$ cat src/hdl/gga_pkg.sv
// Shared types, constants and constant tables for the GGA sentence parser.
// Used by every module of the block; depends on nothing else.
package gga_pkg;

	// Number of decimal fraction digits kept for the minutes of an angle.
	localparam int MINUTE_FRAC_DIGITS = 5;

	// Field widths of one beat.
	localparam int CHAR_W  = 8;
	localparam int TIME_W  = 27;
	localparam int LAT_W   = 31;
	localparam int LON_W   = 32;
	localparam int QUAL_W  = 3;
	localparam int SAT_W   = 7;
	localparam int FIELD_W = 4;
	localparam int POS_W   = 5;
	localparam int MAG_W   = LON_W + 1;

	// Packing of the result payload, first field in the lowest bits.
	localparam int OFS_TIME  = 0;
	localparam int OFS_LAT   = OFS_TIME + TIME_W;
	localparam int OFS_LON   = OFS_LAT + LAT_W;
	localparam int OFS_QUAL  = OFS_LON + LON_W;
	localparam int OFS_SAT   = OFS_QUAL + QUAL_W;
	localparam int PAYLOAD_W = OFS_SAT + SAT_W;
	localparam int TDATA_W   = ((PAYLOAD_W + 7) / 8) * 8;
	localparam int TUSER_W   = 1;

	// Field numbers within a sentence.
	localparam logic [FIELD_W-1:0] FLD_TALKER = 4'd0;
	localparam logic [FIELD_W-1:0] FLD_TIME   = 4'd1;
	localparam logic [FIELD_W-1:0] FLD_LAT    = 4'd2;
	localparam logic [FIELD_W-1:0] FLD_NS     = 4'd3;
	localparam logic [FIELD_W-1:0] FLD_LON    = 4'd4;
	localparam logic [FIELD_W-1:0] FLD_EW     = 4'd5;
	localparam logic [FIELD_W-1:0] FLD_QUAL   = 4'd6;
	localparam logic [FIELD_W-1:0] FLD_SATS   = 4'd7;
	localparam logic [FIELD_W-1:0] FLD_LAST   = 4'd14;
	localparam logic [FIELD_W-1:0] FLD_MAX    = 4'd15;

	// Character positions inside a field.
	localparam logic [POS_W-1:0] POS_MAX      = 5'd31;
	localparam logic [POS_W-1:0] TALKER_LEN   = 5'd6;
	localparam logic [POS_W-1:0] TIME_DOT_POS = 5'd6;
	localparam logic [POS_W-1:0] TIME_MIN_LEN = 5'd8;
	localparam logic [POS_W-1:0] TIME_WEIGHTED = 5'd10;
	localparam logic [POS_W-1:0] LAT_DEG      = 5'd2;
	localparam logic [POS_W-1:0] LON_DEG      = 5'd3;

	// Characters.
	localparam logic [CHAR_W-1:0] CH_COMMA = 8'h2C;
	localparam logic [CHAR_W-1:0] CH_DOT   = 8'h2E;
	localparam logic [CHAR_W-1:0] CH_ZERO  = 8'h30;
	localparam logic [CHAR_W-1:0] CH_NINE  = 8'h39;
	localparam logic [CHAR_W-1:0] CH_N     = 8'h4E;
	localparam logic [CHAR_W-1:0] CH_S     = 8'h53;
	localparam logic [CHAR_W-1:0] CH_E     = 8'h45;
	localparam logic [CHAR_W-1:0] CH_W     = 8'h57;

	// Range limits.
	localparam logic [TIME_W-1:0] DAY_MS    = 27'd86400000;
	localparam logic [MAG_W-1:0]  LAT_LIMIT = 33'd900000000;
	localparam logic [MAG_W-1:0]  LON_LIMIT = 33'd1800000000;
	localparam logic [QUAL_W-1:0] QUAL_MAX  = 3'd6;
	localparam logic [QUAL_W-1:0] QUAL_SAT  = 3'd7;
	localparam logic [SAT_W-1:0]  SAT_SAT   = 7'd99;

	// Integer power, used only at elaboration.
	function automatic longint unsigned ipow(input int b, input int n);
		longint unsigned r;
		r = 1;
		for (int i = 0; i < n; i++) begin
			r = r * longint'(b);
		end
		return r;
	endfunction

	// Minutes are held scaled by 10^F and range below 60 minutes.
	localparam longint unsigned MIN_MAX = 6 * ipow(10, MINUTE_FRAC_DIGITS + 1);
	localparam int MIN_W = $clog2(MIN_MAX);

	// Minutes to 1e-7 degree: q = floor((2*NUM*m + DEN) / (2*DEN)), the ratio
	// 1e7 / (60 * 10^F) reduced by its common factors of two and five.
	localparam int G2 = (MINUTE_FRAC_DIGITS + 2 < 7) ? MINUTE_FRAC_DIGITS + 2 : 7;
	localparam int G5 = (MINUTE_FRAC_DIGITS + 1 < 7) ? MINUTE_FRAC_DIGITS + 1 : 7;
	localparam longint unsigned CONV_NUM = ipow(2, 7 - G2) * ipow(5, 7 - G5);
	localparam longint unsigned CONV_DEN =
		ipow(2, MINUTE_FRAC_DIGITS + 2 - G2) * 3 * ipow(5, MINUTE_FRAC_DIGITS + 1 - G5);
	localparam longint unsigned CONV_MUL = 2 * CONV_NUM;
	localparam longint unsigned CONV_DIV = 2 * CONV_DEN;
	localparam longint unsigned X_MAX = CONV_MUL * (MIN_MAX - 1) + CONV_DEN;
	localparam int X_W = $clog2(X_MAX + 1);

	// Division by CONV_DIV as a multiply by a rounded-up reciprocal.
	localparam int CONV_SHIFT = X_W + $clog2(CONV_DIV);
	localparam longint unsigned CONV_RECIP =
		((64'd1 << CONV_SHIFT) + CONV_DIV - 1) / CONV_DIV;
	localparam int RECIP_W = $clog2(CONV_RECIP + 1);
	localparam int PROD_W  = X_W + RECIP_W;
	localparam int Q_W     = $clog2(ipow(10, 7) + 1);

	// Minute weight for each position after the degree digits.
	typedef logic [MIN_W-1:0] min_weight_tab_t [2**POS_W];

	function automatic min_weight_tab_t build_min_weights();
		min_weight_tab_t t;
		for (int p = 0; p < 2**POS_W; p++) begin
			if (p == 0) begin
				t[p] = MIN_W'(ipow(10, MINUTE_FRAC_DIGITS + 1));
			end else if (p == 1) begin
				t[p] = MIN_W'(ipow(10, MINUTE_FRAC_DIGITS));
			end else if (p >= 3 && p - 3 < MINUTE_FRAC_DIGITS) begin
				t[p] = MIN_W'(ipow(10, MINUTE_FRAC_DIGITS - 1 - (p - 3)));
			end else begin
				t[p] = '0;
			end
		end
		return t;
	endfunction

	localparam min_weight_tab_t MIN_WEIGHT = build_min_weights();

	// Milliseconds per digit of hhmmss.sss; the decimal point has no weight.
	function automatic logic [TIME_W-1:0] time_weight(input logic [POS_W-1:0] p);
		logic [TIME_W-1:0] w;
		unique case (p)
			5'd0:    w = 27'd36000000;
			5'd1:    w = 27'd3600000;
			5'd2:    w = 27'd600000;
			5'd3:    w = 27'd60000;
			5'd4:    w = 27'd10000;
			5'd5:    w = 27'd1000;
			5'd7:    w = 27'd100;
			5'd8:    w = 27'd10;
			5'd9:    w = 27'd1;
			default: w = '0;
		endcase
		return w;
	endfunction

	// Weight in 1e-7 degree of each degree digit.
	function automatic logic [LON_W-1:0] deg_weight(input logic is_lon,
			input logic [POS_W-1:0] p);
		logic [LON_W-1:0] w;
		if (is_lon) begin
			unique case (p)
				5'd0:    w = 32'd1000000000;
				5'd1:    w = 32'd100000000;
				5'd2:    w = 32'd10000000;
				default: w = '0;
			endcase
		end else begin
			unique case (p)
				5'd0:    w = 32'd100000000;
				5'd1:    w = 32'd10000000;
				default: w = '0;
			endcase
		end
		return w;
	endfunction

	// Expected talker and sentence characters "$GPGGA".
	function automatic logic [CHAR_W-1:0] prefix_char(input logic [2:0] p);
		logic [CHAR_W-1:0] c;
		unique case (p)
			3'd0:    c = 8'h24;
			3'd1:    c = 8'h47;
			3'd2:    c = 8'h50;
			3'd3:    c = 8'h47;
			3'd4:    c = 8'h47;
			3'd5:    c = 8'h41;
			default: c = 8'h00;
		endcase
		return c;
	endfunction

	// Request into the minute conversion pipeline.
	typedef struct packed {
		logic             kill;
		logic             valid;
		logic             is_lon;
		logic [MIN_W-1:0] minutes;
	} conv_req_t;

	// Finished minute conversion.
	typedef struct packed {
		logic           valid;
		logic           is_lon;
		logic [Q_W-1:0] q;
	} conv_res_t;

	// One parsed sentence.
	typedef struct packed {
		logic                    ok;
		logic [TIME_W-1:0]       time_ms;
		logic signed [LAT_W-1:0] lat;
		logic signed [LON_W-1:0] lon;
		logic [QUAL_W-1:0]       qual;
		logic [SAT_W-1:0]        sats;
	} result_t;

endpackage

$ cat src/hdl/gga_parser.sv
// Sentence state and per-character parse logic of the GGA parser.
// Depends on gga_pkg; its minute conversions run in gga_angle_conv.
module gga_parser (
	input  logic                        clk,
	input  logic                        arst_n,
	input  logic                        item_valid,
	input  logic [gga_pkg::CHAR_W-1:0]  char_in,
	input  logic                        last_char,
	input  gga_pkg::conv_res_t          res,
	output gga_pkg::conv_req_t          req,
	output gga_pkg::result_t            result
);
	import gga_pkg::*;

	// Sentence state.
	logic [FIELD_W-1:0] fi_q, fi_d;
	logic [POS_W-1:0]   cp_q, cp_d;
	logic               dot_q, dot_d;
	logic               err_q, err_d;
	logic [TIME_W-1:0]  time_q, time_d;
	logic [LAT_W-1:0]   lat_q, lat_d;
	logic [LON_W-1:0]   lon_q, lon_d;
	logic [MIN_W-1:0]   min_q, min_d;
	logic               south_q, south_d;
	logic               west_q, west_d;
	logic [QUAL_W-1:0]  qual_q, qual_d;
	logic [SAT_W-1:0]   sat_q, sat_d;

	// Per-character helpers.
	logic               dig;
	logic [3:0]         d;
	logic               is_lon;
	logic [POS_W-1:0]   deg;
	logic [POS_W-1:0]   pos;
	logic [TIME_W-1:0]  time_sum;
	logic [LON_W-1:0]   ang_acc, ang_sum;
	logic [MIN_W-1:0]   min_sum;
	logic [6:0]         qual_sum;
	logic [9:0]         sat_sum;
	logic [LON_W-1:0]   res_acc;
	logic [MAG_W-1:0]   mag;
	logic               over_limit;
	logic               clear;
	logic               ok;
	logic [LAT_W-1:0]   lat_neg;
	logic [LON_W-1:0]   lon_neg;

	assign dig      = (char_in >= CH_ZERO) && (char_in <= CH_NINE);
	assign d        = char_in[3:0];
	assign is_lon   = (fi_q == FLD_LON);
	assign deg      = is_lon ? LON_DEG : LAT_DEG;
	assign pos      = cp_q - deg;
	assign time_sum = time_q + TIME_W'(d) * time_weight(cp_q);
	assign ang_acc  = is_lon ? lon_q : {1'b0, lat_q};
	assign ang_sum  = ang_acc + LON_W'(d) * deg_weight(is_lon, cp_q);
	assign min_sum  = min_q + MIN_W'(MIN_W'(d) * MIN_WEIGHT[pos]);
	assign qual_sum = 7'(qual_q) * 7'd10 + 7'(d);
	assign sat_sum  = 10'(sat_q) * 10'd10 + 10'(d);

	// Landing of a minute conversion: add to the degrees and check the range.
	assign res_acc    = res.is_lon ? lon_q : {1'b0, lat_q};
	assign mag        = {1'b0, res_acc} + MAG_W'(res.q);
	assign over_limit = res.is_lon ? (mag > LON_LIMIT) : (mag > LAT_LIMIT);

	assign clear = item_valid & last_char;

	// Next state for one character, plus any conversion landing this cycle.
	always_comb begin
		fi_d    = fi_q;
		cp_d    = cp_q;
		dot_d   = dot_q;
		err_d   = err_q;
		time_d  = time_q;
		lat_d   = lat_q;
		lon_d   = lon_q;
		min_d   = min_q;
		south_d = south_q;
		west_d  = west_q;
		qual_d  = qual_q;
		sat_d   = sat_q;
		req     = '0;
		req.kill    = clear;
		req.is_lon  = is_lon;
		req.minutes = min_q;

		if (item_valid) begin
			if (char_in == CH_COMMA) begin
				// End of field checks.
				case (fi_q)
					FLD_TALKER: begin
						if (cp_q != TALKER_LEN) err_d = 1'b1;
					end
					FLD_TIME: begin
						if (!dot_q || cp_q < TIME_MIN_LEN) err_d = 1'b1;
					end
					FLD_LAT, FLD_LON: begin
						if (cp_q < deg + 5'd2) begin
							err_d = 1'b1;
						end else begin
							req.valid = ~last_char;
							min_d     = '0;
						end
					end
					FLD_NS, FLD_EW: begin
						if (cp_q != 5'd1) err_d = 1'b1;
					end
					FLD_QUAL: begin
						if (cp_q == '0 || qual_q > QUAL_MAX) err_d = 1'b1;
					end
					FLD_SATS: begin
						if (cp_q == '0) err_d = 1'b1;
					end
					default: begin
					end
				endcase
				fi_d  = (fi_q == FLD_MAX) ? fi_q : fi_q + 4'd1;
				cp_d  = '0;
				dot_d = 1'b0;
			end else begin
				// Character inside a field.
				case (fi_q)
					FLD_TALKER: begin
						if (cp_q >= TALKER_LEN || char_in != prefix_char(cp_q[2:0])) begin
							err_d = 1'b1;
						end
					end
					FLD_TIME: begin
						if (cp_q == TIME_DOT_POS) begin
							if (char_in != CH_DOT) err_d = 1'b1;
							else dot_d = 1'b1;
						end else if (!dig) begin
							err_d = 1'b1;
						end else if ((cp_q == 5'd0 && d > 4'd2) ||
								((cp_q == 5'd2 || cp_q == 5'd4) && d > 4'd5)) begin
							err_d = 1'b1;
						end else if (cp_q < TIME_WEIGHTED) begin
							time_d = time_sum;
							if (cp_q == 5'd1 && time_sum >= DAY_MS) err_d = 1'b1;
						end
					end
					FLD_LAT, FLD_LON: begin
						if (cp_q < deg) begin
							if (!dig || (is_lon && cp_q == 5'd0 && d > 4'd1)) begin
								err_d = 1'b1;
							end else if (is_lon) begin
								lon_d = ang_sum;
							end else begin
								lat_d = LAT_W'(ang_sum);
							end
						end else if (cp_q == deg + 5'd2) begin
							if (char_in != CH_DOT) err_d = 1'b1;
							else dot_d = 1'b1;
						end else if (!dig || (cp_q == deg && d > 4'd5)) begin
							err_d = 1'b1;
						end else begin
							min_d = min_sum;
						end
					end
					FLD_NS: begin
						if (cp_q == '0 && char_in == CH_S) south_d = 1'b1;
						else if (!(cp_q == '0 && char_in == CH_N)) err_d = 1'b1;
					end
					FLD_EW: begin
						if (cp_q == '0 && char_in == CH_W) west_d = 1'b1;
						else if (!(cp_q == '0 && char_in == CH_E)) err_d = 1'b1;
					end
					FLD_QUAL: begin
						if (!dig) err_d = 1'b1;
						else qual_d = (qual_sum > 7'(QUAL_SAT)) ? QUAL_SAT : qual_sum[QUAL_W-1:0];
					end
					FLD_SATS: begin
						if (!dig) err_d = 1'b1;
						else sat_d = (sat_sum > 10'(SAT_SAT)) ? SAT_SAT : sat_sum[SAT_W-1:0];
					end
					default: begin
					end
				endcase
				cp_d = (cp_q == POS_MAX) ? cp_q : cp_q + 5'd1;
			end
		end

		if (res.valid) begin
			if (res.is_lon) lon_d = mag[LON_W-1:0];
			else lat_d = mag[LAT_W-1:0];
			if (over_limit) err_d = 1'b1;
		end
	end

	// State registers; the end of a sentence returns everything to reset.
	always_ff @(posedge clk or negedge arst_n) begin
		if (!arst_n) begin
			fi_q    <= '0;
			cp_q    <= '0;
			dot_q   <= 1'b0;
			err_q   <= 1'b0;
			time_q  <= '0;
			lat_q   <= '0;
			lon_q   <= '0;
			min_q   <= '0;
			south_q <= 1'b0;
			west_q  <= 1'b0;
			qual_q  <= '0;
			sat_q   <= '0;
		end else if (clear) begin
			fi_q    <= '0;
			cp_q    <= '0;
			dot_q   <= 1'b0;
			err_q   <= 1'b0;
			time_q  <= '0;
			lat_q   <= '0;
			lon_q   <= '0;
			min_q   <= '0;
			south_q <= 1'b0;
			west_q  <= 1'b0;
			qual_q  <= '0;
			sat_q   <= '0;
		end else begin
			fi_q    <= fi_d;
			cp_q    <= cp_d;
			dot_q   <= dot_d;
			err_q   <= err_d;
			time_q  <= time_d;
			lat_q   <= lat_d;
			lon_q   <= lon_d;
			min_q   <= min_d;
			south_q <= south_d;
			west_q  <= west_d;
			qual_q  <= qual_d;
			sat_q   <= sat_d;
		end
	end

	// Result of the sentence as it stands after this character.
	assign ok      = ~err_d & (fi_d == FLD_LAST);
	assign lat_neg = '0 - lat_d;
	assign lon_neg = '0 - lon_d;

	assign result.ok      = ok;
	assign result.time_ms = ok ? time_d : '0;
	assign result.lat     = ok ? $signed(south_d ? lat_neg : lat_d) : '0;
	assign result.lon     = ok ? $signed(west_d ? lon_neg : lon_d) : '0;
	assign result.qual    = ok ? qual_d : '0;
	assign result.sats    = ok ? sat_d : '0;

endmodule

$ cat config.mk
export PLATFORM = sky130hd
export DESIGN_NAME = gga_parser
export DESIGN_NICKNAME = d
export VERILOG_FILES = /design/src/hdl/gga_pkg.sv /design/src/hdl/gga_parser.sv
export SDC_FILE = /design/constraint.sdc
export NUM_CORES = 1
export LEC_CHECK = 0
export ABC_AREA = 1
export BUFFER_PORTS_ARGS = -buffer_cell sky130_fd_sc_hd__buf_2
export CAP_MARGIN = 20
export CORE_MARGIN = 5
export CORE_UTILIZATION = 29
export DETAILED_ROUTE_END_ITERATION = 6
export PLACE_DENSITY_LB_ADDON = 0.25
export SLEW_MARGIN = 0
export SYNTH_ARGS = -nofsm -noshare
export SYNTH_HDL_FRONTEND = slang
export SYNTH_SLANG_ARGS = --single-unit
$ cat constraint.sdc
create_clock -name clk -period 11.8 [get_ports clk]
set_input_delay 1.18 -clock clk [delete_from_list [all_inputs] [get_ports clk]]
set_output_delay 1.18 -clock clk [all_outputs]
set_load 0.1 [all_outputs]
### Word-level counts from Yosys, hierarchy flattened

Memories as Yosys holds them, arrays and structs flattened.
Index checks and enable logic that the tools add are counted.

* register bits after elaboration: 136
* ROM bits: 1104
* input port bits: 38
* output and inout port bits: 127
* memories kept: 2

* $add $sub $neg: 12
* $mul: 5
* $lt $le $gt $ge: 17
* eq/ne operators: 38
* muxes and demuxes: 127
* bitwise operators: 5
* reduce and logical (&&, ||, !) cells: 33

Memories
* (name not given): depth 32, width 23, read ports 1, clocked after Yosys merged registers in 0, write ports 0, line gga_parser.sv:56 `assign min_sum = min_q + MIN_W'(MIN_W'(d) * MIN_WEIGHT[pos]);`
* (name not given): depth 16, width 23, read ports 1, clocked after Yosys merged registers in 0, write ports 0, line gga_pkg.sv:126 `unique case (p)`

Operators with widths (number)
* 32-bit two-way mux: 14
* 31-bit two-way mux: 11
* 27-bit two-way mux: 10
* 23-bit two-way mux: 11
* 30-bit case mux with 3 select lines: 1
* 27-bit case mux with 2 select lines: 1
* 1-bit two-way mux: 50
* 7-bit two-way mux: 7
* 32-bit by 24-bit adder with 33-bit output: 1
* 33-bit by 30-bit greater-than comparator with 1-bit output (second input constant): 1
* 33-bit by 31-bit greater-than comparator with 1-bit output (second input constant): 1
* 32-bit adder: 1
* 8-bit by 7-bit equality test with 1-bit output (second input constant): 4
* 4-bit by 32-bit multiplier with 32-bit output: 1
* 1-bit by 32-bit subtractor with 32-bit output (first input constant): 1
* 1-bit by 31-bit subtractor with 31-bit output (first input constant): 1
* 7-bit case mux with 4 select lines: 1
* 27-bit adder: 1
* 27-bit >= comparator (second input constant): 1
* 4-bit by 27-bit multiplier with 27-bit output: 1
* 8-bit two-way mux: 3
* 23-bit adder: 1
* 4-bit by 23-bit multiplier with 23-bit output: 1
* 3-bit two-way mux: 7
* 61 further kinds: 105

### Logic depth before layout (Yosys ltp)

An unclocked memory read counts as a cell.

* word-level depth: 19
* gate-level depth with buffers: 42
* mapped depth without buffers: 39

### Worst setup path after synthesis

OpenSTA, ideal clock, no wires.

* path type: input to output
* start: in char_in[0] (netlist bit)
* end: out result[68] (netlist bit)
* arrival time: 7.114 ns
* data required time: 10.620 ns
* setup slack: 3.506 ns
* stages: 27
* path through: buf_2 -> inv_1 -> clkbuf_1 -> buf_1 -> nor3_1 -> fa_1 -> fa_1 -> ha_1 -> a21oi_1 -> nor2_1 -> nor2_1 -> nor2_1 -> nor2_1 -> nand2_1 -> nand2_1 -> nand3_1 -> nand2_1 -> nand2_1 -> o21ai_0 -> nand2_1 -> nor3_1 -> nand3_1 -> nand2_1 -> nand2_1 -> nand2_1 -> nand2_1 -> nor2_1

RTL lines
* start, declared: line gga_parser.sv:7 `input logic [gga_pkg::CHAR_W-1:0] char_in,`
* end, declared: line gga_parser.sv:11 `output gga_pkg::result_t result`

==> summary.txt <==
Worst setup path
  • Buf/Inv on CP: 7
  • CP max-delay cell: fa_1
  • Req. time, crit path: 10620 ps
  • Critical path data arrival time: 8250 ps
  • CP Depth: 31
  • Crit start category: flip-flop
  • CP Capture Point: result[41]
  • Reg-to-Reg Start: fi_q[0]$_DFF_PN0_
  • Critical Path Start: cp_q[0]$_DFFE_PN0P_
  • Max stage delay on crit path: 590 ps
  • Reg-to-reg endpoint: min_q[19]$_DFFE_PN0P_
  • R2r worst-path depth: 32
  • Endpoint type of the worst setup path: output pin
  • Worst R2R Setup Slack: 4050 ps
  • Crit path kind: flip-flop to output pin
  • Critical-path maximum fanout: 11
  • CP top delay family: simple AND/OR/NAND/NOR gates
  • CP most frequent cell: nand2_1

Cells and area
  • Layout cell share with drive strength beyond 1: 9.57%
  • Final core occ: 32.3%
  • ANT cells: 0
  • Nets: 4336
  • Synth-to-layout area growth: 9.95%

Routing
  • Met1 wire length: 41600 microns
  • WL final: 89900 microns
  • Vias per cell: 4.84
  • Pre-Repair DR Iteration Count: 7
  • Max Used Layer: met5
  • Met2 routed WL: 41400 microns
  • Vias post-DR: 24400
  • Wire length on met3: 4770 microns
  • ANT nets after route: 0
  • DR iter-0 viols: 2034
  • Drc violations: 0
  • DR WL/cell: 17.8 microns

Floorplanning
  • Num rows: 105
  • Core area: 0.0824 sq mm
  • Initial Util: 29.3%
  • Die H: 299 microns
  • Die area: 0.0892 sq mm
  • Die width: 299 microns
  • Io pins: 165

Synthesis
  • Synth Instances: 3848
  • Synth Cell Area: 0.0242 sq mm
  • Synth Register Bits: 136
  • Commonest cells post-synth: nand2_1, inv_1, nor2_1
  • Synth Area per Inst: 6.28 sq um
  • Main synth FF type: dfrtp_1
  • Ys async rst share: 100%
  • Yosys top cell area share: 16.4%
  • Post-synthesis sequential area ratio: 14.1%
  • Post-synth EDFFs: 0
  • Yosys cell types: 59
  • Syn Nets: 4226
  • Area contributors post-synth: nand2_1, fa_1, dfrtp_1, inv_1, nor2_1
  • Synth warn: 0
  • Most frequent cell after synthesis: nand2_1
  • Top cell type by total area after synthesis: nand2_1

Pwr
  • Pleak: 0.0144 uW
  • Pwr/cell area: 200 mW/mm^2
  • VDD IR max: 137 uV
  • Total power: 5320 uW

CTS
  • Clk buf depth: 2
  • Worst-path clk slew: 80 ps
  • Clk sinks: 136
  • CTS tree: yes
  • # Post-CTS Setup Buffers: 0
  • Cts bufs inserted: 17
  • Cts repair resizes: 0
  • Hold buffers post-CTS: 0
  • Clock Latency Late Sink: 500 ps
  • Root buf cell: clkbuf_16
  • H-tree Lvls: 4

STA
  • F_max: 106 MHz
  • Post-Route Skew: 18.0 ps
  • Fin Hold WS: 541 ps
  • RSZ-0062 raised after global routing: no
  • Final WS setup: 2370 ps
  • Fin crit share: 79.9%
  • Worst Tran Pin Value: 1070 ps
  • Setup TNS: 0 ps
  • Pins over their slew limit: 0
  • Slew margin rel.: 27.9%
  • Minimum clock period: 9430 ps
  • Final hold viol count: 0
  • Final Setup Violations: 0

Global route
  • Initial antenna violation count: 2
  • Via count of the first global-routing pass: 23500
  • Largest net degree at the start of global routing: 102
  • GRT Util Overall: 19.9%
  • Grt total ovfl: 0
  • First-pass GRT wire length: 139000 microns

Placement
  • RePlAce Congestion: 0.950
  • # port buffers: 164
  • Dpl ws: 2710 ps
  • Post-DP HPWL: 74500 microns

Worst hold path
  • Hold depth: 1
  • Hold Path Class: flip-flop to flip-flop

Run
  • Max Cap Viol: 0

Outcome
  • Run status: finished clean
-- per-layer routing --
layer  up-vias  track usage (%)
met5         -                0
met4         2             4.89
met3        90             2.68
met2       759             32.9
met1     11400             27.6
li1      12100                -
-- state kept, by name, indices dropped and copies added, names as in the netlist --
name / cells
lat_q: 31
south_q: 1
err_q: 1
lon_q: 32
min_q: 23
fi_q: 4
qual_q: 3
west_q: 1
time_q: 27
dot_q: 1
cp_q: 5
sat_q: 7
-- cell families after synthesis --
| family | synth area share, % |
|---|---|
| flip-flops | 14.1 |
| buffers and inverters | 13.2 |
| XOR/XNOR | 4.13 |
| AO/OA/AOI/OAI | 9.44 |
| AND/OR/NAND/NOR | 35.9 |
| adder cells (fa/ha/maj) | 23.3 |
-- cell usage in the layout (no fill, tap or decap), drive strengths merged, types with 3 or more instances in the layout --
cell    instances
nand2        1070
inv           705
nor2          626
o21ai         213
nand3         185
buf           183
fa            182
ha            158
a21oi         147
dfrtp         136
xor2           77
nand4          67
nor3           44
xnor2          37
clkbuf         20
o22ai          14
nand3b         14
nor4           12
or2            10
a31oi           9
clkinv          9
o211ai          8
and2            6
a21o            5
o21bai          4
a21boi          4
and3            3
o31ai           3
-- per-stage QoR --
step | cells | area [sq um]
CTS | 5038 | 26600
global placement | 5008 | 26000
global route | 5039 | 26600
detailed placement | 5008 | 26000
floorplan | 3848 | 24200
finish | 5039 | 26600
-- worst min path at each step --
stage	startpoint	slack [ps]	endpoint
after floorplan	time_q[11]$_DFF_PN0_	510	time_q[11]$_DFF_PN0_
after global placement	time_q[12]$_DFF_PN0_	530	time_q[12]$_DFF_PN0_
after detailed placement	min_q[0]$_DFFE_PN0P_	530	min_q[0]$_DFFE_PN0P_
after CTS	min_q[0]$_DFFE_PN0P_	550	min_q[0]$_DFFE_PN0P_
after global routing	min_q[0]$_DFFE_PN0P_	560	min_q[0]$_DFFE_PN0P_
final	min_q[0]$_DFFE_PN0P_	540	min_q[0]$_DFFE_PN0P_
-- layout make-up --
class | instances | area, sq um
multi-input cells | 2912 | 17600
inverters | 708 | 2660
repair buffers | 183 | 986
fillers | 9264 | 55800
clock buffers | 20 | 457
clock inverters | 10 | 124
well taps | 1070 | 1340
flip-flops and latches | 136 | 3400
-- report_power, final --
group,switching (uW),total [uW],internal (uW)
clock network,252,572,320
logic,2920,4150,1230
registers,67.0,606,539
total,3240,5320,2090
(Power assumes the default switching activity.)
